### src/i2cms_pkg.sv
// shared types and constants for the i2c master bit sequencer
package i2cms_pkg;

    localparam int CFG_W = 4;
    localparam logic [CFG_W-1:0] RECOVERY_LIMIT_RST = 4'd10;
    localparam logic [3:0] ACK_GROUP = 4'd8;

    typedef enum logic [2:0] {
        OP_START     = 3'd0,
        OP_SEND_ADDR = 3'd1,
        OP_SEND_DATA = 3'd2,
        OP_RECEIVE   = 3'd3,
        OP_STOP      = 3'd4,
        OP_RECOVER   = 3'd5
    } t_opcode;

    typedef enum logic [2:0] {
        STS_OK            = 3'd0,
        STS_NACK          = 3'd1,
        STS_START_FAIL    = 3'd2,
        STS_REFUSED       = 3'd3,
        STS_RECOVERY_BUSY = 3'd4
    } t_status;

    typedef enum logic [1:0] {
        PH_IDLE   = 2'd0,
        PH_ACTIVE = 2'd1,
        PH_FAILED = 2'd2
    } t_phase;

    typedef enum logic [3:0] {
        PS_HOLD_PINS,
        PS_RELEASE_SDA,
        PS_HOLD_SDA,
        PS_BIT_LOW,
        PS_BIT_HIGH,
        PS_LOW_ONE,
        PS_LOW_ZERO,
        PS_HIGH_ZERO,
        PS_HIGH_ONE,
        PS_SAMPLE
    } t_pin_step;

    typedef enum logic {
        CS_IDLE,
        CS_RUN
    } t_ctrl_state;

    typedef struct packed {
        logic [2:0]  opcode;
        logic [7:0]  data_byte;
        logic        read_not_write;
        logic        last_byte;
        logic [7:0]  slave_bits;
        logic        ack_sample;
        logic        start_sample;
        logic [14:0] recover_samples;
    } t_cmd_word;

    typedef struct packed {
        logic      load;
        logic      emit;
        t_pin_step step;
        logic      last;
    } t_dp_ctrl;

    typedef struct packed {
        logic [2:0] opcode;
        logic       refused;
        logic       start_ok;
        logic       last_byte;
        logic       rec_hit;
        logic [3:0] lim_m1;
        logic       out_free;
    } t_dp_status;

endpackage

### src/i2cms_cmd_if.sv
// command channel interface
interface i2cms_cmd_if;
    logic        valid;
    logic        ready;
    logic [2:0]  opcode;
    logic [7:0]  data_byte;
    logic        read_not_write;
    logic        last_byte;
    logic [7:0]  slave_bits;
    logic        ack_sample;
    logic        start_sample;
    logic [14:0] recover_samples;

    modport source (
        output valid, opcode, data_byte, read_not_write, last_byte, slave_bits,
               ack_sample, start_sample, recover_samples,
        input  ready
    );
    modport sink (
        input  valid, opcode, data_byte, read_not_write, last_byte, slave_bits,
               ack_sample, start_sample, recover_samples,
        output ready
    );
endinterface

### src/i2cms_pin_if.sv
// pin state channel interface
interface i2cms_pin_if;
    logic       valid;
    logic       ready;
    logic       scl_level;
    logic       sda_level;
    logic       sample_point;
    logic       last_state;
    logic [2:0] status;
    logic [7:0] read_data;

    modport source (
        output valid, scl_level, sda_level, sample_point, last_state, status, read_data,
        input  ready
    );
    modport sink (
        input  valid, scl_level, sda_level, sample_point, last_state, status, read_data,
        output ready
    );
endinterface

### src/i2cms_ctrl.sv
// command sequencer state machine choosing the pin step of each word
module i2cms_ctrl (
    input  logic                   i_clk,
    input  logic                   i_rst_n,
    input  logic                   i_valid,
    output logic                   o_ready,
    input  i2cms_pkg::t_dp_status  i_stat,
    output i2cms_pkg::t_dp_ctrl    o_ctrl
);

    i2cms_pkg::t_ctrl_state r_state, n_state;
    logic [3:0] r_grp, n_grp;
    logic [2:0] r_sub, n_sub;

    i2cms_pkg::t_pin_step step;
    logic step_last;
    logic grp_end;
    logic known;
    logic ack_grp;

    assign ack_grp = (r_grp == i2cms_pkg::ACK_GROUP);

    always_comb begin
        step      = i2cms_pkg::PS_HOLD_PINS;
        step_last = 1'b0;
        grp_end   = 1'b0;
        known     = 1'b1;
        if (i_stat.refused) begin
            step_last = 1'b1;
        end else begin
            unique case (i2cms_pkg::t_opcode'(i_stat.opcode))
                i2cms_pkg::OP_START: begin
                    unique case (r_sub)
                        3'd0: step = i2cms_pkg::PS_RELEASE_SDA;
                        3'd1: begin
                            step      = i2cms_pkg::PS_SAMPLE;
                            step_last = !i_stat.start_ok;
                        end
                        default: begin
                            step      = i2cms_pkg::PS_HIGH_ZERO;
                            step_last = 1'b1;
                        end
                    endcase
                end
                i2cms_pkg::OP_SEND_ADDR, i2cms_pkg::OP_SEND_DATA: begin
                    unique case (r_sub)
                        3'd0: step = i2cms_pkg::PS_HOLD_SDA;
                        3'd1: step = ack_grp ? i2cms_pkg::PS_LOW_ONE : i2cms_pkg::PS_BIT_LOW;
                        default: begin
                            step      = ack_grp ? i2cms_pkg::PS_SAMPLE : i2cms_pkg::PS_BIT_HIGH;
                            step_last = ack_grp;
                            grp_end   = 1'b1;
                        end
                    endcase
                end
                i2cms_pkg::OP_RECEIVE: begin
                    if (!ack_grp) begin
                        if (r_sub == 3'd0) begin
                            step = i2cms_pkg::PS_LOW_ONE;
                        end else begin
                            step    = i2cms_pkg::PS_SAMPLE;
                            grp_end = 1'b1;
                        end
                    end else if (i_stat.last_byte) begin
                        unique case (r_sub)
                            3'd0, 3'd1: step = i2cms_pkg::PS_LOW_ONE;
                            default: begin
                                step      = i2cms_pkg::PS_HIGH_ONE;
                                step_last = 1'b1;
                            end
                        endcase
                    end else begin
                        unique case (r_sub)
                            3'd0: step = i2cms_pkg::PS_LOW_ONE;
                            3'd1: step = i2cms_pkg::PS_LOW_ZERO;
                            3'd2: step = i2cms_pkg::PS_HIGH_ZERO;
                            3'd3: step = i2cms_pkg::PS_LOW_ZERO;
                            default: begin
                                step      = i2cms_pkg::PS_LOW_ONE;
                                step_last = 1'b1;
                            end
                        endcase
                    end
                end
                i2cms_pkg::OP_STOP: begin
                    unique case (r_sub)
                        3'd0: step = i2cms_pkg::PS_HOLD_SDA;
                        3'd1: step = i2cms_pkg::PS_LOW_ZERO;
                        3'd2: step = i2cms_pkg::PS_HIGH_ZERO;
                        3'd3: step = i2cms_pkg::PS_HIGH_ONE;
                        default: begin
                            step      = i2cms_pkg::PS_HIGH_ONE;
                            step_last = 1'b1;
                        end
                    endcase
                end
                i2cms_pkg::OP_RECOVER: begin
                    if (r_sub == 3'd0) begin
                        step = i2cms_pkg::PS_LOW_ONE;
                    end else begin
                        step      = i2cms_pkg::PS_SAMPLE;
                        grp_end   = 1'b1;
                        step_last = i_stat.rec_hit || (r_grp == i_stat.lim_m1);
                    end
                end
                default: known = 1'b0;
            endcase
        end
    end

    always_ff @(posedge i_clk) begin
        if (!i_rst_n) begin
            r_state <= i2cms_pkg::CS_IDLE;
            r_grp   <= 4'd0;
            r_sub   <= 3'd0;
        end else begin
            r_state <= n_state;
            r_grp   <= n_grp;
            r_sub   <= n_sub;
        end
    end

    always_comb begin
        n_state     = r_state;
        n_grp       = r_grp;
        n_sub       = r_sub;
        o_ready     = 1'b0;
        o_ctrl.load = 1'b0;
        o_ctrl.emit = 1'b0;
        o_ctrl.step = step;
        o_ctrl.last = step_last;
        unique case (r_state)
            i2cms_pkg::CS_IDLE: begin
                o_ready     = 1'b1;
                o_ctrl.load = i_valid;
                if (i_valid) begin
                    n_state = i2cms_pkg::CS_RUN;
                    n_grp   = 4'd0;
                    n_sub   = 3'd0;
                end
            end
            i2cms_pkg::CS_RUN: begin
                if (!known) begin
                    n_state = i2cms_pkg::CS_IDLE;
                end else if (i_stat.out_free) begin
                    o_ctrl.emit = 1'b1;
                    if (step_last) begin
                        n_state = i2cms_pkg::CS_IDLE;
                    end else if (grp_end) begin
                        n_sub = 3'd0;
                        n_grp = r_grp + 4'd1;
                    end else begin
                        n_sub = r_sub + 3'd1;
                    end
                end
            end
            default: n_state = i2cms_pkg::CS_IDLE;
        endcase
    end

endmodule

### src/i2cms_dp.sv
// datapath: command registers, pin and phase state, output word register
module i2cms_dp (
    input  logic                   i_clk,
    input  logic                   i_rst_n,
    input  logic                   i_cfg_we,
    input  logic [3:0]             i_cfg_wdata,
    input  i2cms_pkg::t_cmd_word   i_cmd_word,
    input  i2cms_pkg::t_dp_ctrl    i_ctrl,
    output i2cms_pkg::t_dp_status  o_stat,
    i2cms_pin_if.source            o_pin
);

    logic [3:0]        r_cfg;
    i2cms_pkg::t_phase r_phase, n_phase;
    logic              r_scl, n_scl;
    logic              r_sda, n_sda;
    logic [2:0]        r_op;
    logic [7:0]        r_shift;
    logic              r_last_byte;
    logic [7:0]        r_sbits;
    logic              r_ack;
    logic              r_ssmp;
    logic [14:0]       r_rsmp;
    logic              r_refused;

    logic              r_vld;
    logic              r_o_scl;
    logic              r_o_sda;
    logic              r_o_smp;
    logic              r_o_last;
    logic [2:0]        r_o_status;
    logic [7:0]        r_o_data;

    logic              smp;
    i2cms_pkg::t_status status;
    logic [7:0]        rdata;

    assign o_stat.opcode    = r_op;
    assign o_stat.refused   = r_refused;
    assign o_stat.start_ok  = r_ssmp;
    assign o_stat.last_byte = r_last_byte;
    assign o_stat.rec_hit   = r_rsmp[0];
    assign o_stat.lim_m1    = (r_cfg == 4'd0) ? 4'd0 : r_cfg - 4'd1;
    assign o_stat.out_free  = !r_vld || o_pin.ready;

    always_comb begin
        n_scl = r_scl;
        n_sda = r_sda;
        smp   = 1'b0;
        unique case (i_ctrl.step)
            i2cms_pkg::PS_HOLD_PINS:   ;
            i2cms_pkg::PS_RELEASE_SDA: n_sda = 1'b1;
            i2cms_pkg::PS_HOLD_SDA:    n_scl = 1'b0;
            i2cms_pkg::PS_BIT_LOW: begin
                n_scl = 1'b0;
                n_sda = r_shift[7];
            end
            i2cms_pkg::PS_BIT_HIGH: begin
                n_scl = 1'b1;
                n_sda = r_shift[7];
            end
            i2cms_pkg::PS_LOW_ONE: begin
                n_scl = 1'b0;
                n_sda = 1'b1;
            end
            i2cms_pkg::PS_LOW_ZERO: begin
                n_scl = 1'b0;
                n_sda = 1'b0;
            end
            i2cms_pkg::PS_HIGH_ZERO: begin
                n_scl = 1'b1;
                n_sda = 1'b0;
            end
            i2cms_pkg::PS_HIGH_ONE: begin
                n_scl = 1'b1;
                n_sda = 1'b1;
            end
            i2cms_pkg::PS_SAMPLE: begin
                n_scl = 1'b1;
                n_sda = 1'b1;
                smp   = 1'b1;
            end
            default: ;
        endcase
    end

    always_comb begin
        status  = i2cms_pkg::STS_OK;
        rdata   = 8'd0;
        n_phase = r_phase;
        if (r_refused) begin
            status = i2cms_pkg::STS_REFUSED;
        end else begin
            unique case (i2cms_pkg::t_opcode'(r_op))
                i2cms_pkg::OP_START: begin
                    status  = r_ssmp ? i2cms_pkg::STS_OK : i2cms_pkg::STS_START_FAIL;
                    n_phase = r_ssmp ? i2cms_pkg::PH_ACTIVE : i2cms_pkg::PH_FAILED;
                end
                i2cms_pkg::OP_SEND_ADDR, i2cms_pkg::OP_SEND_DATA: begin
                    status  = r_ack ? i2cms_pkg::STS_NACK : i2cms_pkg::STS_OK;
                    n_phase = r_ack ? i2cms_pkg::PH_FAILED : i2cms_pkg::PH_ACTIVE;
                end
                i2cms_pkg::OP_RECEIVE: begin
                    rdata   = r_sbits;
                    n_phase = i2cms_pkg::PH_ACTIVE;
                end
                i2cms_pkg::OP_STOP: begin
                    if (r_phase != i2cms_pkg::PH_FAILED) begin
                        n_phase = i2cms_pkg::PH_IDLE;
                    end
                end
                i2cms_pkg::OP_RECOVER: begin
                    status  = r_rsmp[0] ? i2cms_pkg::STS_OK : i2cms_pkg::STS_RECOVERY_BUSY;
                    n_phase = r_rsmp[0] ? i2cms_pkg::PH_IDLE : i2cms_pkg::PH_FAILED;
                end
                default: ;
            endcase
        end
    end

    always_ff @(posedge i_clk) begin
        if (!i_rst_n) begin
            r_cfg   <= i2cms_pkg::RECOVERY_LIMIT_RST;
            r_phase <= i2cms_pkg::PH_IDLE;
            r_scl   <= 1'b1;
            r_sda   <= 1'b1;
            r_vld   <= 1'b0;
        end else begin
            if (i_cfg_we) begin
                r_cfg <= i_cfg_wdata;
            end
            if (i_ctrl.emit) begin
                r_scl <= n_scl;
                r_sda <= n_sda;
                r_vld <= 1'b1;
                if (i_ctrl.last) begin
                    r_phase <= n_phase;
                end
            end else if (o_pin.ready) begin
                r_vld <= 1'b0;
            end
        end
    end

    always_ff @(posedge i_clk) begin
        if (i_ctrl.load) begin
            r_op        <= i_cmd_word.opcode;
            r_shift     <= (i2cms_pkg::t_opcode'(i_cmd_word.opcode) == i2cms_pkg::OP_SEND_ADDR)
                         ? {i_cmd_word.data_byte[7:1], i_cmd_word.read_not_write}
                         : i_cmd_word.data_byte;
            r_last_byte <= i_cmd_word.last_byte;
            r_sbits     <= i_cmd_word.slave_bits;
            r_ack       <= i_cmd_word.ack_sample;
            r_ssmp      <= i_cmd_word.start_sample;
            r_rsmp      <= i_cmd_word.recover_samples;
            r_refused   <= (r_phase == i2cms_pkg::PH_FAILED)
                         && (i_cmd_word.opcode <= 3'(i2cms_pkg::OP_RECEIVE));
        end else if (i_ctrl.emit) begin
            if (i_ctrl.step == i2cms_pkg::PS_BIT_HIGH) begin
                r_shift <= {r_shift[6:0], 1'b0};
            end
            if (i_ctrl.step == i2cms_pkg::PS_SAMPLE) begin
                r_rsmp <= {1'b0, r_rsmp[14:1]};
            end
        end
        if (i_ctrl.emit) begin
            r_o_scl    <= n_scl;
            r_o_sda    <= n_sda;
            r_o_smp    <= smp;
            r_o_last   <= i_ctrl.last;
            r_o_status <= i_ctrl.last ? status : i2cms_pkg::STS_OK;
            r_o_data   <= i_ctrl.last ? rdata : 8'd0;
        end
    end

    assign o_pin.valid        = r_vld;
    assign o_pin.scl_level    = r_o_scl;
    assign o_pin.sda_level    = r_o_sda;
    assign o_pin.sample_point = r_o_smp;
    assign o_pin.last_state   = r_o_last;
    assign o_pin.status       = r_o_status;
    assign o_pin.read_data    = r_o_data;

endmodule

### src/i2c_master_bit_sequencer.sv
// top level of the i2c master bit sequencer
// usage:
//   i_cmd takes one bus command word: start, send address, send data, receive,
//   stop or recover, with the slave's sda samples carried alongside
//   o_pin gives one word per scl/sda pin state, last_state marks the final one
//   and status / read_data are meaningful only there
//   i_cfg_we / i_cfg_wdata set the recovery pulse limit (reset 10, 0 acts as 1)
// timing:
//   a command is taken while the sequencer is idle, then its pin states leave one
//   per cycle from the output register unless the receiver stalls: 3 for start
//   or 2 when it fails, 27 for a send, 19 or 21 for receive, 5 for stop, 2 per
//   recovery pulse, 1 for a refused command
//   the next command is taken once the last pin state of the current one is loaded
//   an unused opcode gives no pin state and the sequencer returns to idle
// reset leaves both lines released, the bus idle and the pulse limit at 10
// a stalled receiver holds the output word and the sequencer waits on it
module i2c_master_bit_sequencer (
    input  logic         i_clk,
    input  logic         i_rst_n,
    input  logic         i_cfg_we,
    input  logic [3:0]   i_cfg_wdata,
    i2cms_cmd_if.sink    i_cmd,
    i2cms_pin_if.source  o_pin
);

    i2cms_pkg::t_cmd_word  cmd_word;
    i2cms_pkg::t_dp_ctrl   dp_ctrl;
    i2cms_pkg::t_dp_status dp_stat;
    logic                  cmd_ready;

    assign cmd_word.opcode          = i_cmd.opcode;
    assign cmd_word.data_byte       = i_cmd.data_byte;
    assign cmd_word.read_not_write  = i_cmd.read_not_write;
    assign cmd_word.last_byte       = i_cmd.last_byte;
    assign cmd_word.slave_bits      = i_cmd.slave_bits;
    assign cmd_word.ack_sample      = i_cmd.ack_sample;
    assign cmd_word.start_sample    = i_cmd.start_sample;
    assign cmd_word.recover_samples = i_cmd.recover_samples;
    assign i_cmd.ready              = cmd_ready;

    i2cms_ctrl u_ctrl (
        .i_clk   (i_clk),
        .i_rst_n (i_rst_n),
        .i_valid (i_cmd.valid),
        .o_ready (cmd_ready),
        .i_stat  (dp_stat),
        .o_ctrl  (dp_ctrl)
    );

    i2cms_dp u_dp (
        .i_clk       (i_clk),
        .i_rst_n     (i_rst_n),
        .i_cfg_we    (i_cfg_we),
        .i_cfg_wdata (i_cfg_wdata),
        .i_cmd_word  (cmd_word),
        .i_ctrl      (dp_ctrl),
        .o_stat      (dp_stat),
        .o_pin       (o_pin)
    );

`ifndef NO_ASSERTIONS
    a_one_cmd_at_a_time: assert property (@(posedge i_clk) disable iff (!i_rst_n)
        i_cmd.valid && cmd_ready |=> !cmd_ready)
        else $error("command taken while another is in progress");

    a_status_on_last_only: assert property (@(posedge i_clk) disable iff (!i_rst_n)
        o_pin.valid && !o_pin.last_state |-> o_pin.status == 3'(i2cms_pkg::STS_OK)
            && o_pin.read_data == 8'd0)
        else $error("status or read data on a non-final pin state");

    a_sample_with_scl_high: assert property (@(posedge i_clk) disable iff (!i_rst_n)
        o_pin.valid && o_pin.sample_point |-> o_pin.scl_level && o_pin.sda_level)
        else $error("sample point without scl high and sda released");

    a_emit_only_when_free: assert property (@(posedge i_clk) disable iff (!i_rst_n)
        dp_ctrl.emit |-> !o_pin.valid || o_pin.ready)
        else $error("pin state loaded over an untaken word");
`endif

endmodule
### src/flat_wrapper.sv
// flat-port wrapper written by rule: the top's interface ports become plain ports
module i2c_master_bit_sequencer_flat 
  (i_clk, i_rst_n, i_cfg_we, i_cfg_wdata, i_cmd_valid, i_cmd_opcode, i_cmd_data_byte, i_cmd_read_not_write, i_cmd_last_byte, i_cmd_slave_bits, i_cmd_ack_sample, i_cmd_start_sample, i_cmd_recover_samples, i_cmd_ready, o_pin_valid, o_pin_scl_level, o_pin_sda_level, o_pin_sample_point, o_pin_last_state, o_pin_status, o_pin_read_data, o_pin_ready);
  i2cms_cmd_if i_cmd_i ();
  i2cms_pin_if o_pin_i ();
  input  logic i_clk;
  input  logic i_rst_n;
  input  logic i_cfg_we;
  input  logic [3:0] i_cfg_wdata;
  input wire logic [$bits(i_cmd_i.valid)-1:0] i_cmd_valid;
  input wire logic [$bits(i_cmd_i.opcode)-1:0] i_cmd_opcode;
  input wire logic [$bits(i_cmd_i.data_byte)-1:0] i_cmd_data_byte;
  input wire logic [$bits(i_cmd_i.read_not_write)-1:0] i_cmd_read_not_write;
  input wire logic [$bits(i_cmd_i.last_byte)-1:0] i_cmd_last_byte;
  input wire logic [$bits(i_cmd_i.slave_bits)-1:0] i_cmd_slave_bits;
  input wire logic [$bits(i_cmd_i.ack_sample)-1:0] i_cmd_ack_sample;
  input wire logic [$bits(i_cmd_i.start_sample)-1:0] i_cmd_start_sample;
  input wire logic [$bits(i_cmd_i.recover_samples)-1:0] i_cmd_recover_samples;
  output wire logic [$bits(i_cmd_i.ready)-1:0] i_cmd_ready;
  output wire logic [$bits(o_pin_i.valid)-1:0] o_pin_valid;
  output wire logic [$bits(o_pin_i.scl_level)-1:0] o_pin_scl_level;
  output wire logic [$bits(o_pin_i.sda_level)-1:0] o_pin_sda_level;
  output wire logic [$bits(o_pin_i.sample_point)-1:0] o_pin_sample_point;
  output wire logic [$bits(o_pin_i.last_state)-1:0] o_pin_last_state;
  output wire logic [$bits(o_pin_i.status)-1:0] o_pin_status;
  output wire logic [$bits(o_pin_i.read_data)-1:0] o_pin_read_data;
  input wire logic [$bits(o_pin_i.ready)-1:0] o_pin_ready;
  assign i_cmd_i.valid = i_cmd_valid;
  assign i_cmd_i.opcode = i_cmd_opcode;
  assign i_cmd_i.data_byte = i_cmd_data_byte;
  assign i_cmd_i.read_not_write = i_cmd_read_not_write;
  assign i_cmd_i.last_byte = i_cmd_last_byte;
  assign i_cmd_i.slave_bits = i_cmd_slave_bits;
  assign i_cmd_i.ack_sample = i_cmd_ack_sample;
  assign i_cmd_i.start_sample = i_cmd_start_sample;
  assign i_cmd_i.recover_samples = i_cmd_recover_samples;
  assign i_cmd_ready = i_cmd_i.ready;
  assign o_pin_valid = o_pin_i.valid;
  assign o_pin_scl_level = o_pin_i.scl_level;
  assign o_pin_sda_level = o_pin_i.sda_level;
  assign o_pin_sample_point = o_pin_i.sample_point;
  assign o_pin_last_state = o_pin_i.last_state;
  assign o_pin_status = o_pin_i.status;
  assign o_pin_read_data = o_pin_i.read_data;
  assign o_pin_i.ready = o_pin_ready;
  i2c_master_bit_sequencer u_core (.i_clk(i_clk), .i_rst_n(i_rst_n), .i_cfg_we(i_cfg_we), .i_cfg_wdata(i_cfg_wdata), .i_cmd(i_cmd_i), .o_pin(o_pin_i));
endmodule
### config.mk
export PLATFORM = sky130hd
export DESIGN_NAME = i2c_master_bit_sequencer_flat
export DESIGN_NICKNAME = d
export VERILOG_FILES = /design/src/i2cms_pkg.sv /design/src/i2cms_cmd_if.sv /design/src/i2cms_pin_if.sv /design/src/i2cms_ctrl.sv /design/src/i2cms_dp.sv /design/src/i2c_master_bit_sequencer.sv /design/src/flat_wrapper.sv
export SDC_FILE = /design/constraint.sdc
export NUM_CORES = 1
export LEC_CHECK = 0
export BUFFER_PORTS_ARGS = -buffer_cell sky130_fd_sc_hd__buf_2
export CAP_MARGIN = 0
export CORE_MARGIN = 5
export CORE_UTILIZATION = 40
export CTS_CLUSTER_DIAMETER = 40
export DETAILED_ROUTE_END_ITERATION = 8
export SYNTH_ARGS = -nofsm -noshare
export SYNTH_HDL_FRONTEND = slang
export SYNTH_SLANG_ARGS = --single-unit
### constraint.sdc
create_clock -name i_clk -period 6.2 [get_ports i_clk]
set_input_delay 0 -clock i_clk [delete_from_list [all_inputs] [get_ports i_clk]]
set_output_delay 0 -clock i_clk [all_outputs]
set_load 0.1 [all_outputs]
==> impl_summary.log, run 1 <==
INFO  metric outcome = finished, final reports clean
INFO  metric synth_fp_nets = around 420
INFO  metric powerDensity = 233 nW/µm²
INFO  metric drt-total-wl = 8.83 mm
INFO  metric synth_commonest_cells = sky130_fd_sc_hd__nand2_1 (90), sky130_fd_sc_hd__edfxtp_1 (53), sky130_fd_sc_hd__nor2_1 (19)
INFO  metric setup-violations-final = 0
INFO  metric via_count_of_the_first_global_routing_pass = 3153
INFO  metric syn2layout_area_growth = 27.4%
INFO  metric fin_area = ~4700 µm²
INFO  metric totalNegativeSetupSlack = 0 ps
INFO  metric cts-root-to-sink-buffers = 2
INFO  metric synthCells = 368
INFO  metric grt_setup_unrepaired = no
INFO  metric globalRoute.busiestLayer = met2
INFO  metric hold_viol_final = 0
INFO  metric routabilityCongestion = 0.920
INFO  metric critical_path_peak_fanout = 10
INFO  metric floorplan.die.height = 106 µm
INFO  metric worstMarginPinSlew = 940 ps
INFO  metric cp_slowest_stage_delay = roughly 780 ps
INFO  metric async_reset_ff_share = 0%
INFO  metric post_drt_wl_per_cell = ~15 µm
INFO  metric met3_usage = 4.10%
INFO  metric synth.lib_cells_used.distinct = 61
INFO  metric rows = 35
INFO  metric die-width = 106 µm
INFO  metric end_kind = flop
INFO  metric post_route_minimum_period = ~3300 ps
INFO  metric num_antenna_cells = 0
INFO  metric dominantRegCellSynth = sky130_fd_sc_hd__edfxtp_1
INFO  metric cp_data_arrival_time = 3320 ps
INFO  metric htree_num_levels = 3
INFO  metric fp.dieArea = approximately 11000 µm²
INFO  metric post-route-util = between 50% and 60%
INFO  metric ir_drop = 0.000137 V
INFO  metric cts_resized = 0
INFO  metric grt_pass1_wl = 15.0 mm
INFO  metric worst_slew_margin_rel = 36.7%
INFO  metric groute.layer.met2.usage = between 20% and 30%
INFO  metric grt.met1_usage = between 20 and 25%
INFO  metric initial_standard_cell_utilization_of_the_core = between 40% and 50%
INFO  metric fin_total_pwr = 1090 µW
INFO  metric number_of_synthesized_flops_with_an_enable_pin = 53
INFO  metric synthTopCellsByArea = sky130_fd_sc_hd__edfxtp_1 (43%), sky130_fd_sc_hd__dfxtp_1 (9.3%), sky130_fd_sc_hd__nand2_1 (9.2%)
INFO  metric worst-endpoint-required = 6170 ps
INFO  metric routed_via_count = 3075
INFO  metric post_route_clock_skew = 5.69 ps
INFO  metric coreArea = 9110 µm²
INFO  metric synth.cell_area = 3670 µm²
INFO  metric leakage_power_summed_over_all_cells = ~0.0019 µW
INFO  metric synth_area_per_cell = 9.98 µm²
INFO  metric first_pass_iters = 5
INFO  metric yosys_register_bits = 70
INFO  metric sort_of_element_at_the_start_of_the_critical_path = flop
INFO  metric clock-sinks = 70
INFO  metric grt-ovfl-total = 0
INFO  metric clk_pin_slew_worst_paths = 70 ps
INFO  metric most_common_cell_in_the_netlist = sky130_fd_sc_hd__nand2_1
INFO  metric root_buffer_master = sky130_fd_sc_hd__clkbuf_8
INFO  metric path_buf_inv = 1
INFO  metric cts_buffers = 9
INFO  metric max-cap-violations = 0
INFO  metric fmax = 299 MHz
INFO  metric grt_max_degree = 30
INFO  metric synth.top_cell.area_share = between 40 and 50%
INFO  metric grt_use_total = 16.7%
INFO  metric grt_antenna_before_repair = 0
INFO  metric yosysTopAreaCell = sky130_fd_sc_hd__edfxtp_1
INFO  metric timing.critical_path.slowest_stage_cell = sky130_fd_sc_hd__o41ai_2
INFO  metric finalNetCount = 524
INFO  metric postPlaceCellArea = approximately 4100 µm²
INFO  metric clk-insertion-delay-late = 340 ps
INFO  metric finalCritPeriodShare = 54.0%
INFO  metric crit_family = compound AO/OA/AOI/OAI gates
INFO  metric dp_hpwl = 5.85 mm
INFO  metric sequence_of_cells_on_the_critical_path = inv_1, ha_1, nor3_1, o32ai_1, a211oi_1, nand2_1, o41ai_2
INFO  metric ys.warnings.count = 0
INFO  metric ant_nets = 0
INFO  metric drt-vias-per-instance = 5.26
INFO  metric final_layout_size_suffix_gt1_share = 18.8%
INFO  metric post_synthesis_sequential_area_ratio = 52.6%
INFO  metric buffer_ports.inserted = 63
INFO  metric floorplan.io_pins = 64
INFO  metric worstSetupPathType = flop to flop
INFO  metric clock_tree_from_tritoncts = yes
INFO  metric finalMaxSlewViolations = 0
INFO  metric drt_iter0_markers = 200
INFO  metric fillerInstances = 883
INFO  metric min_delay_path_class = input pin to flop
INFO  metric post-route-drc-count = 0
[state kept, by name, summed over array words and instances (netlist names), 2 cells and up]
signal,flops
u_core.u_dp.r_op,3
u_core.u_ctrl.r_sub,3
u_core.u_dp.r_cfg,4
u_core.u_dp.r_sbits,8
u_core.u_dp.r_phase,2
u_core.u_dp.o_pin.read_data,8
u_core.u_dp.r_rsmp,15
u_core.u_dp.o_pin.status,3
u_core.u_dp.r_shift,8
u_core.u_ctrl.r_grp,4
[cell families after synthesis]
logic type / after synthesis / synth area share (%)
xor+xnor: 4 / 0.954
fa+ha+maj: 8 / 2.66
flops: 70 / 52.6
buf+inv: 31 / 3.47
mux: 13 / 3.58
simple gates: 176 / 23.2
compound gates: 66 / 13.6
[power by group]
part	leakage, µW	total (µW)	internal (µW)	switching (µW)
clock	0.0000889	324	153	171
sequential	0.000642	565	543	22.1
combinational	0.00116	203	72.6	131
total	0.00189	1090	769	324
[worst reg2reg max path: cells and delay by family (launching register included)]
kind	cells	cell delay [ps]
AOI/OAI and AO/OA	3	1410
adders and majority gates	1	310
buffers and inverters	1	150
DFF	1	540
and+or+nand+nor	2	570
[cell type report]
class                      instances  area [µm²]  share of cell area, %
sequential                        70        1930                   41.3
tap                              111         139                   2.97
timing repair buffer             109         773                   16.5
multi-input combinational        267        1620                   34.7
inverter                          13        48.8                   1.04
clock buffer                      11         141                   3.02
clock inverter                     4        23.8                  0.508
[metrics by stage]
step / hold WS [ps] / std cells / setup WS (ps)
2_1_floorplan: 98.9 / 368 / 3030
3_3_place_gp: 177 / 525 / 3080
3_5_place_dp: 178 / 525 / 2840
4_1_cts: 1.05 / 585 / 2820
5_1_grt: 38.9 / 585 / 2440
6_report: 15.5 / 585 / 2850
[worst paths after layout]
check                              start                endpoint  slack [ps]  cells after the start
setup reg to reg  u_core.u_ctrl.r_sub[1]  u_core.u_dp.r_shift[6]        2850                      7
setup / recovery  u_core.u_ctrl.r_sub[1]  u_core.u_dp.r_shift[6]        2850                      7
hold reg to reg   u_core.u_dp.r_phase[0]  u_core.u_dp.r_phase[0]         460                      2
hold / removal                  i_cfg_we    u_core.u_dp.r_cfg[2]          20                      3
[per-layer routing]
metal  share of wire, %  wire length, µm  up-vias
li1                   -                -     1514
met1                 43             3810     1430
met2                 49             4300      109
met3                5.4              475       22
met4                2.7              241        0
met5                  0                0        -
[layout by cell type, fill, tap and decap left out, types with 3 or more instances in the layout]
master	netlist	routed
sky130_fd_sc_hd__a21oi_1	13	13
sky130_fd_sc_hd__and2_1	9	9
sky130_fd_sc_hd__and3_1	4	4
sky130_fd_sc_hd__buf_2	3	63
sky130_fd_sc_hd__clkbuf_8	0	10
sky130_fd_sc_hd__clkinv_2	0	3
sky130_fd_sc_hd__dfxtp_1	17	17
sky130_fd_sc_hd__dlygate4sd3_1	0	45
sky130_fd_sc_hd__edfxtp_1	53	53
sky130_fd_sc_hd__ha_1	7	7
sky130_fd_sc_hd__inv_1	11	11
sky130_fd_sc_hd__mux2i_1	12	12
sky130_fd_sc_hd__nand2_1	90	90
sky130_fd_sc_hd__nand2b_1	7	7
sky130_fd_sc_hd__nand3_1	9	9
sky130_fd_sc_hd__nand3b_1	4	4
sky130_fd_sc_hd__nor2_1	19	19
sky130_fd_sc_hd__nor2b_1	6	6
sky130_fd_sc_hd__nor3_1	10	10
sky130_fd_sc_hd__o211ai_1	5	5
sky130_fd_sc_hd__o21a_1	6	6
sky130_fd_sc_hd__o21ai_0	8	8
sky130_fd_sc_hd__o21ai_1	4	4
sky130_fd_sc_hd__o31a_1	3	3
sky130_fd_sc_hd__or2_1	4	4
sky130_fd_sc_hd__or3_1	3	3
sky130_fd_sc_hd__xnor2_1	4	4
[timing repair]
action | in CTS | in global routing
hold buffers | 45 | 0
setup buffers | 0 | 0
endpoints found under the hold margin | 44 | 0
Note: power is estimated with default switching activity, not from simulation.
==> inputs of run 2 (changes only) <==
Settings changed: ABC_AREA set to 1.
Clock period 6.2 ns to 3.35 ns, I/O delays scaled along.
==> run 2 against run 1 <==
Synthesized area is 0.37% higher. Non-clock buffer count is 4 higher. Routed wire length is 1.8% lower. Synthesized cell count is 20% higher. Largest power group unchanged. Fmax is 35% higher. Sequential power is 88% higher. Combinational power grew to 2.8 times the previous value. Highest routed layer unchanged. Global-route usage is 0.57 points lower. Count of clock-buffer cells in the layout is 2 lower. Critical path depth is 3 higher. First-iteration DRC count is 37% lower.
==> impl_summary.log, run 2 <==
INFO  metric finalCritPeriodShare = 73.7% (+20 points)
INFO  metric syn2layout_area_growth = 31.0%
INFO  metric initial_standard_cell_utilization_of_the_core = 40.5% (+0.15 points)
INFO  metric leakage_power_summed_over_all_cells = 0.00223 µW (+18%)
INFO  metric rows = 35 (unchanged)
INFO  metric end_kind = flop
INFO  metric sort_of_element_at_the_start_of_the_critical_path = flop
INFO  metric yosysTopAreaCell = sky130_fd_sc_hd__edfxtp_1
INFO  metric cp_data_arrival_time = 2500 ps (-820 ps)
INFO  metric die-width = 106 µm (+0.17%)
INFO  metric coreArea = 9110 µm² (unchanged)
INFO  metric routed_via_count = 3215 (+4.6%)
INFO  metric ir_drop = 0.000240 V (+76%)
INFO  metric most_common_cell_in_the_netlist = sky130_fd_sc_hd__nand2_1
INFO  metric yosys_register_bits = 70 (unchanged)
INFO  metric post_cts.repair.setup_buffers = 0 (unchanged)
INFO  metric grt_use_total = 16.2% (-0.57 points)
INFO  metric synthTopCellsByArea = sky130_fd_sc_hd__edfxtp_1 (43%), sky130_fd_sc_hd__nand2_1 (15%), sky130_fd_sc_hd__dfxtp_1 (9.2%)
INFO  metric synth.top_cell.area_share = 43.2% (-0.16 points)
INFO  metric post-route-util = 53.0% (+1.6 points)
INFO  metric drt-vias-per-instance = 4.76 (-9.4%)
INFO  metric synth_area_per_cell = 8.36 µm² (-16%)
INFO  metric clk-insertion-delay-late = 340 ps (about the same)
INFO  metric via_count_of_the_first_global_routing_pass = 3124 (-0.92%)
INFO  metric synth_fp_nets = 495 (+17%)
INFO  metric multi_input_area = 1540 µm² (-5.2%)
INFO  metric post_drt_wl_per_cell = 12.8 µm (-15%)
INFO  metric async_reset_ff_share = 0% (unchanged)
INFO  metric synth_commonest_cells = sky130_fd_sc_hd__nand2_1 (152), sky130_fd_sc_hd__edfxtp_1 (53), sky130_fd_sc_hd__inv_1 (45), sky130_fd_sc_hd__nor2_1 (45), sky130_fd_sc_hd__nand3_1 (23)
INFO  metric post_synthesis_sequential_area_ratio = 52.4% (-0.20 points)
INFO  metric cts_buffers = 9 (unchanged)
INFO  metric finalMaxSlewViolations = 0 (unchanged)
INFO  metric outcome = finished, final reports clean
INFO  metric worstSetupPathType = flop to flop
INFO  metric synth.lib_cells_used.distinct = 36 (-41%)
INFO  metric post_route_clock_skew = 7.49 ps (+1.80 ps)
INFO  metric clock_tree_from_tritoncts = yes
INFO  metric powerDensity = 493 nW/µm² (+110%)
INFO  metric largest_register_ff_count = 15 (unchanged)
INFO  metric grt_max_degree = 37 (+23%)
INFO  metric buffer_ports.inserted = 63 (unchanged)
INFO  metric dominantRegCellSynth = sky130_fd_sc_hd__edfxtp_1
INFO  metric cts-root-to-sink-buffers = 2 (unchanged)
INFO  metric final_common_cell = sky130_fd_sc_hd__nand2_1
INFO  metric hold_viol_final = 0 (unchanged)
INFO  metric drt-total-wl = 8.66 mm (-1.8%)
INFO  metric ant_nets = 0 (unchanged)
INFO  metric final_layout_size_suffix_gt1_share = 22.2% (+3.4 points)
INFO  metric setup-violations-final = 0 (unchanged)
INFO  metric grt-ovfl-total = 0 (unchanged)
INFO  metric totalNegativeSetupSlack = 0 ps (unchanged)
INFO  metric synth.cell_area = 3690 µm² (+0.37%)
INFO  metric grt_setup_unrepaired = no
INFO  metric worstMarginPinSlew = 535 ps (-404 ps)
INFO  metric finalNetCount = 613 (+17%)
INFO  metric clk_pin_slew_worst_paths = 80 ps (about the same)
INFO  metric seqCellArea = 1930 µm² (unchanged)
INFO  metric post_route_minimum_period = 2470 ps (-875 ps)
INFO  metric post-route-drc-count = 0 (unchanged)
INFO  metric num_antenna_cells = 0 (unchanged)
INFO  metric floorplan.io_pins = 64 (unchanged)
INFO  metric postPlaceCellArea = 4140 µm² (+1.9%)
INFO  metric fin_area = 4830 µm² (+3.2%)
INFO  metric ys.warnings.count = 0 (unchanged)
INFO  metric fp.dieArea = 11200 µm² (+0.34%)
INFO  metric root_buffer_master = sky130_fd_sc_hd__clkbuf_8
INFO  metric floorplan.die.height = 106 µm (+0.17%)
INFO  metric worst_slew_margin_rel = 64.2% (+28 points)
INFO  metric worst-endpoint-required = 3380 ps (-2790 ps)
INFO  metric htree_num_levels = 3 (unchanged)
INFO  metric mostFrequentLayoutCells = sky130_fd_sc_hd__nand2_1 (152), sky130_fd_sc_hd__buf_2 (63), sky130_fd_sc_hd__edfxtp_1 (53)
INFO  metric critical_path_peak_fanout = 15 (+5)
INFO  metric dp_hpwl = 6.02 mm (+2.8%)
INFO  metric grt_antenna_before_repair = 0 (unchanged)
INFO  metric fillerInstances = 819 (-7.2%)
INFO  metric number_of_synthesized_flops_with_an_enable_pin = 53 (unchanged)
INFO  metric largest_register = u_core.u_dp.r_rsmp
INFO  metric routabilityCongestion = 0.900 (-2.1%)
INFO  metric drt_iter0_markers = 127 (-37%)
INFO  metric grt_pass1_wl = 14.6 mm (-2.7%)
INFO  metric min_delay_path_class = input pin to flop
INFO  metric first_pass_iters = 5 (unchanged)
INFO  metric synthCells = 441 (+20%)
INFO  metric max-cap-violations = 0 (unchanged)
INFO  metric clock-sinks = 70 (unchanged)
INFO  metric fmax = 405 MHz (+35%)
## run 2: cell count changes after synthesis, sizes merged, moves of 8 or more
cell / previous run / this run
nor2: 20 / 59
nand3: 9 / 29
nand2: 90 / 164
clkbuf: 13 / 4
and2: 9 / 1
inv: 13 / 51
nand4: 1 / 10
mux2i: 12 / 0
## run 2: logic make-up (layout without fill, tap and decap cells)
logic type / after synthesis / count (layout) / synth area share, %
flops: 70 / 70 / 52.4
fa+ha+maj: 7 / 7 / 2.38
xor+xnor: 2 / 2 / 0.475
buf+inv: 58 / 181 / 5.94
compound gates: 35 / 35 / 5.33
simple gates: 269 / 269 / 33.5
## run 2: worst max-delay path, stage by stage (launching register included)
cell	delay, ps
sky130_fd_sc_hd__dfxtp_1	410
sky130_fd_sc_hd__inv_1	80
sky130_fd_sc_hd__ha_1	230
sky130_fd_sc_hd__o21ai_1	330
sky130_fd_sc_hd__nand3_1	190
sky130_fd_sc_hd__nand4_2	170
sky130_fd_sc_hd__nand2_2	80
sky130_fd_sc_hd__nor2_2	120
sky130_fd_sc_hd__nand2_1	120
sky130_fd_sc_hd__o21ai_1	160
sky130_fd_sc_hd__buf_4	260
## run 2: worst paths after layout
check                              start                      end  slack (ps)  depth (start not counted)
setup reg to reg  u_core.u_ctrl.r_sub[1]    u_core.u_dp.r_rsmp[1]         880                         10
setup / recovery  u_core.u_ctrl.r_sub[1]    u_core.u_dp.r_rsmp[1]         880                         10
hold reg to reg   u_core.u_dp.r_phase[1]   u_core.u_dp.r_phase[1]         490                          2
hold / removal               o_pin_ready  u_core.u_dp.o_pin.valid          10                          4
## run 2: where the power goes
| group | switching (µW) | internal (µW) | total, µW |
|---|---|---|---|
| logic | 382 | 183 | 566 |
| clock network | 333 | 422 | 755 |
| registers | 37.7 | 1020 | 1060 |
| total | 753 | 1630 | 2380 |
## run 2: final cells by class
cell class,count,share of cell area [%]
Clock buffer,9,2.56
Clock inverter,7,1.97
Inverter,52,4.04
Multi-Input combinational cell,313,31.8
Sequential cell,70,40.0
Tap cell,111,2.88
Timing Repair Buffer,113,16.7
## run 2: layer usage
layer	part of all wire, %	up-vias	global-route usage (%)	wire (µm)
li1	-	1667	-	-
met1	45	1454	20.7	3860
met2	49	79	27.0	4250
met3	4.5	15	3.28	391
met4	1.9	0	5.92	167
met5	0	-	0	0
## run 2: what timing repair did
| action | in CTS | in global routing |
|---|---|---|
| hold buffers | 47 | 0 |
| endpoints found under the hold margin | 45 | 0 |
| gates resized for setup | 0 | 0 |
## run 2: stage by stage
step / cells / power [µW] / hold slack [ps] / setup WS, ps
floorplan: 441 / 1470 / 98.9 / 359
global placement: 612 / 1600 / 177 / 1020
detailed placement: 612 / 1600 / 179 / 965
CTS: 675 / 2400 / 3.01 / 923
global route: 675 / 2510 / 20.8 / 551
finish: 675 / 2380 / 11.2 / 880
==> inputs of run 3 (changes only) <==
Settings changed: ABC_AREA 1 to 0.
Clock period 3.35 ns to 2.28 ns, I/O delays scaled along.
==> run 3 against run 2 <==
The run now ends with negative setup slack left. Global-route usage up 1.4 points. Sequential power up 43%. Critical path depth stayed put. First-iteration DRC count fell by 0.79%. Via count rose by 3.4%. Clock skew up 3.6 ps. Clock power up 34%. Combinational power grew 25%. Sequential share of layout area shrank 4.5 points. Fmax rose by 4.4%. Core utilization up 7.2 points. Worst hold slack improved by 23 ps. Largest cell class unchanged. Largest power group unchanged.
==> impl_summary.log, run 3 (synthesis results as in run 1) <==
INFO  metric grt_max_degree = 34 (-8.1%)
INFO  metric cts_buffers = 9 (unchanged)
INFO  metric ir_drop = 0.000329 V (+37%)
INFO  metric drt-vias-per-instance = 5.15 (+8.1%)
INFO  metric ant_nets = 0 (unchanged)
INFO  metric worst_setup_path_startpoint = u_core.u_ctrl.r_grp[0]
INFO  metric floorplan.die.height = 106 µm (-0.17%)
INFO  metric critPathCapture = u_core.u_dp.o_pin.sda_level
INFO  metric via_count_of_the_first_global_routing_pass = 3316 (+6.1%)
INFO  metric drt_iter0_markers = 126 (-0.79%)
INFO  metric cell_internal_pwr = 2300 µW (+41%)
INFO  metric worst-endpoint-required = 2380 ps (-1000 ps)
INFO  metric buffer_ports.inserted = 63 (unchanged)
INFO  metric clk_pin_slew_worst_paths = 70 ps (about the same)
INFO  metric outcome = complete, but fails checks
INFO  metric die-width = 106 µm (-0.17%)
INFO  metric clock_tree_from_tritoncts = yes
INFO  metric post-route-drc-count = 0 (unchanged)
INFO  metric totalNegativeSetupSlack = -359 ps (-359 ps)
INFO  metric leakage_power_summed_over_all_cells = 0.00226 µW (+1.0%)
INFO  metric part_of_the_power_in_registers = 46.8% (+2.2 points)
INFO  metric final_common_cell = sky130_fd_sc_hd__nand2_1
INFO  metric root_buffer_master = sky130_fd_sc_hd__clkbuf_8
INFO  metric post-place-cells = 576 (-5.9%)
INFO  metric fillerInstances = 786 (-4.0%)
INFO  metric grt_pass1_wl = 15.7 mm (+7.8%)
INFO  metric largest_register = u_core.u_dp.r_rsmp
INFO  metric max-cap-violations = 0 (unchanged)
INFO  metric rows = 35 (unchanged)
INFO  metric combPwrFrac = 21.8% (-2.0 points)
INFO  metric grt_antenna_before_repair = 0 (unchanged)
INFO  metric pwr-share-clk = 31.3% (-0.4 points)
INFO  metric syn2layout_area_growth = 49.2%
INFO  metric clk-insertion-delay-late = 350 ps (about the same)
INFO  metric finalMaxSlewViolations = 0 (unchanged)
INFO  metric num_antenna_cells = 0 (unchanged)
INFO  metric final_instance_count_excl_fillers = 646 (-4.3%)
INFO  metric hold_path_startpoint = i_rst_n
INFO  metric setup-violations-final = 17 (+17)
INFO  metric grt_use_total = 17.6% (+1.4 points)
INFO  metric fp.dieArea = 11200 µm² (-0.34%)
INFO  metric grt_setup_unrepaired = yes
INFO  metric coreArea = 9110 µm² (unchanged)
INFO  metric place_worst_setup_slack = -120 ps (-1090 ps)
INFO  metric critical_path_peak_fanout = 5 (-10)
INFO  metric mostFrequentLayoutCells = sky130_fd_sc_hd__nand2_1 (88), sky130_fd_sc_hd__buf_2 (63), sky130_fd_sc_hd__edfxtp_1 (53)
INFO  metric final_layout_size_suffix_gt1_share = 36.3% (+14 points)
INFO  metric grt-ovfl-total = 0 (unchanged)
INFO  metric worstSetupPathType = flop to flop
INFO  metric sort_of_element_at_the_start_of_the_critical_path = flop
INFO  metric p_switching = 937 µW (+24%)
INFO  metric largest_register_ff_count = 15 (unchanged)
INFO  metric routed_via_count = 3325 (+3.4%)
INFO  metric final_critical_path_setup_slack = -86.1 ps (-966 ps)
INFO  metric post_drt_wl_per_cell = 14.9 µm (+16%)
INFO  metric failed_checks = negative setup slack
INFO  metric clock-sinks = 70 (unchanged)
INFO  metric min_delay_path_class = input pin to flop
INFO  metric post-route-util = 60.2% (+7.2 points)
INFO  metric end_kind = flop
INFO  metric dp_hpwl = 6.39 mm (+6.2%)
INFO  metric reg2reg_from = u_core.u_ctrl.r_grp[0]
INFO  metric worstMarginPinSlew = 494 ps (-40.9 ps)
INFO  metric initial_standard_cell_utilization_of_the_core = 40.3% (-0.15 points)
INFO  metric drt-total-wl = 9.61 mm (+11%)
INFO  metric finalCritPeriodShare = 104% (+30 points)
INFO  metric cts-root-to-sink-buffers = 2 (unchanged)
INFO  metric cp_data_arrival_time = 2460 ps (-40 ps)
INFO  metric finalNetCount = 584 (-4.7%)
INFO  metric post_route_minimum_period = 2370 ps (-104 ps)
INFO  metric floorplan.io_pins = 64 (unchanged)
INFO  metric htree_num_levels = 3 (unchanged)
INFO  metric power_switching_share = 29.0% (-2.6 points)
INFO  metric hold_viol_final = 0 (unchanged)
INFO  metric worst_slew_margin_rel = 67.3% (+3.0 points)
INFO  metric first_pass_iters = 4 (-1)
INFO  metric routabilityCongestion = 0.885 (-1.7%)
INFO  metric fmax = 423 MHz (+4.4%)
INFO  metric reg2reg_setup_slack = -90 ps (-970 ps)
INFO  metric powerDensity = 590 nW/µm² (+20%)
INFO  metric post_route_clock_skew = 11.1 ps (+3.60 ps)
INFO  metric rr_worst_depth = 10 (unchanged)
INFO  metric regToRegEndpoint = u_core.u_dp.o_pin.sda_level
==> run 3: final cells by class <==
class / count / area (µm²) / share of cell area (%)
Clock inverter: 4 / 47.5 / 0.867
Tap cell: 111 / 139 / 2.53
Multi-Input combinational cell: 267 / 1850 / 33.7
Sequential cell: 70 / 1940 / 35.5
Inverter: 13 / 56.3 / 1.03
Timing Repair Buffer: 169 / 1300 / 23.7
Clock buffer: 12 / 145 / 2.65
==> run 3: power by group through the flow <==
stage / clock [µW] / sequential, µW / combinational [µW]
global placement: 0 / 1540 / 586
CTS: 1040 / 1510 / 669
global route: 1100 / 1530 / 763
floorplan: 0 / 1660 / 278
detailed placement: 0 / 1540 / 591
finish: 1010 / 1520 / 706
==> run 3: per-stage QoR <==
step	cell area (µm²)	total power [µW]	hold WS (ps)
final	5480	3230	33.7
after global routing	5480	3390	28.8
after CTS	5320	3230	12.6
after detailed placement	4550	2130	178
after global placement	4550	2130	177
after floorplan	3750	1940	98.9
==> run 3: per-layer routing <==
metal / up-vias / wire length, µm / global-route usage (%)
li1: 1638 / - / -
met1: 1579 / 4150 / 21.9
met2: 86 / 4870 / 30.3
met3: 22 / 364 / 3.31
met4: 0 / 224 / 6.29
met5: - / 0 / 0
==> run 3: timing repair <==
item,4_1_cts,5_1_grt
buffers inserted,5,4
hold endpoints to repair,43,0
hold buffers,45,0
gates resized for setup,22,27
cloned,0,1
setup endpoints to repair,46,49
pin swaps,10,12
==> run 3: worst max-delay path, stage by stage, from the launching register on <==
cell and delay, ps:
sky130_fd_sc_hd__dfxtp_2 340, sky130_fd_sc_hd__inv_2 50, sky130_fd_sc_hd__ha_4 150, sky130_fd_sc_hd__and3b_2 210, sky130_fd_sc_hd__buf_6 130, sky130_fd_sc_hd__o21a_1 180
sky130_fd_sc_hd__a222oi_1 330, sky130_fd_sc_hd__buf_4 210, sky130_fd_sc_hd__mux2i_2 240, sky130_fd_sc_hd__nor2_2 60, sky130_fd_sc_hd__or2_1 200
==> run 3: worst min-delay path by stage <==
stage	to	slack, ps	depth (start not counted)
2_1_floorplan	u_core.u_dp.r_ack	100	0
3_3_place_gp	u_core.u_dp.r_sbits[0]	180	1
3_5_place_dp	u_core.u_dp.r_sbits[3]	180	1
4_1_cts	u_core.u_dp.r_cfg[2]	10	3
5_1_grt	u_core.u_dp.r_shift[0]	30	3
6_report	u_core.u_dp.r_cfg[1]	30	2
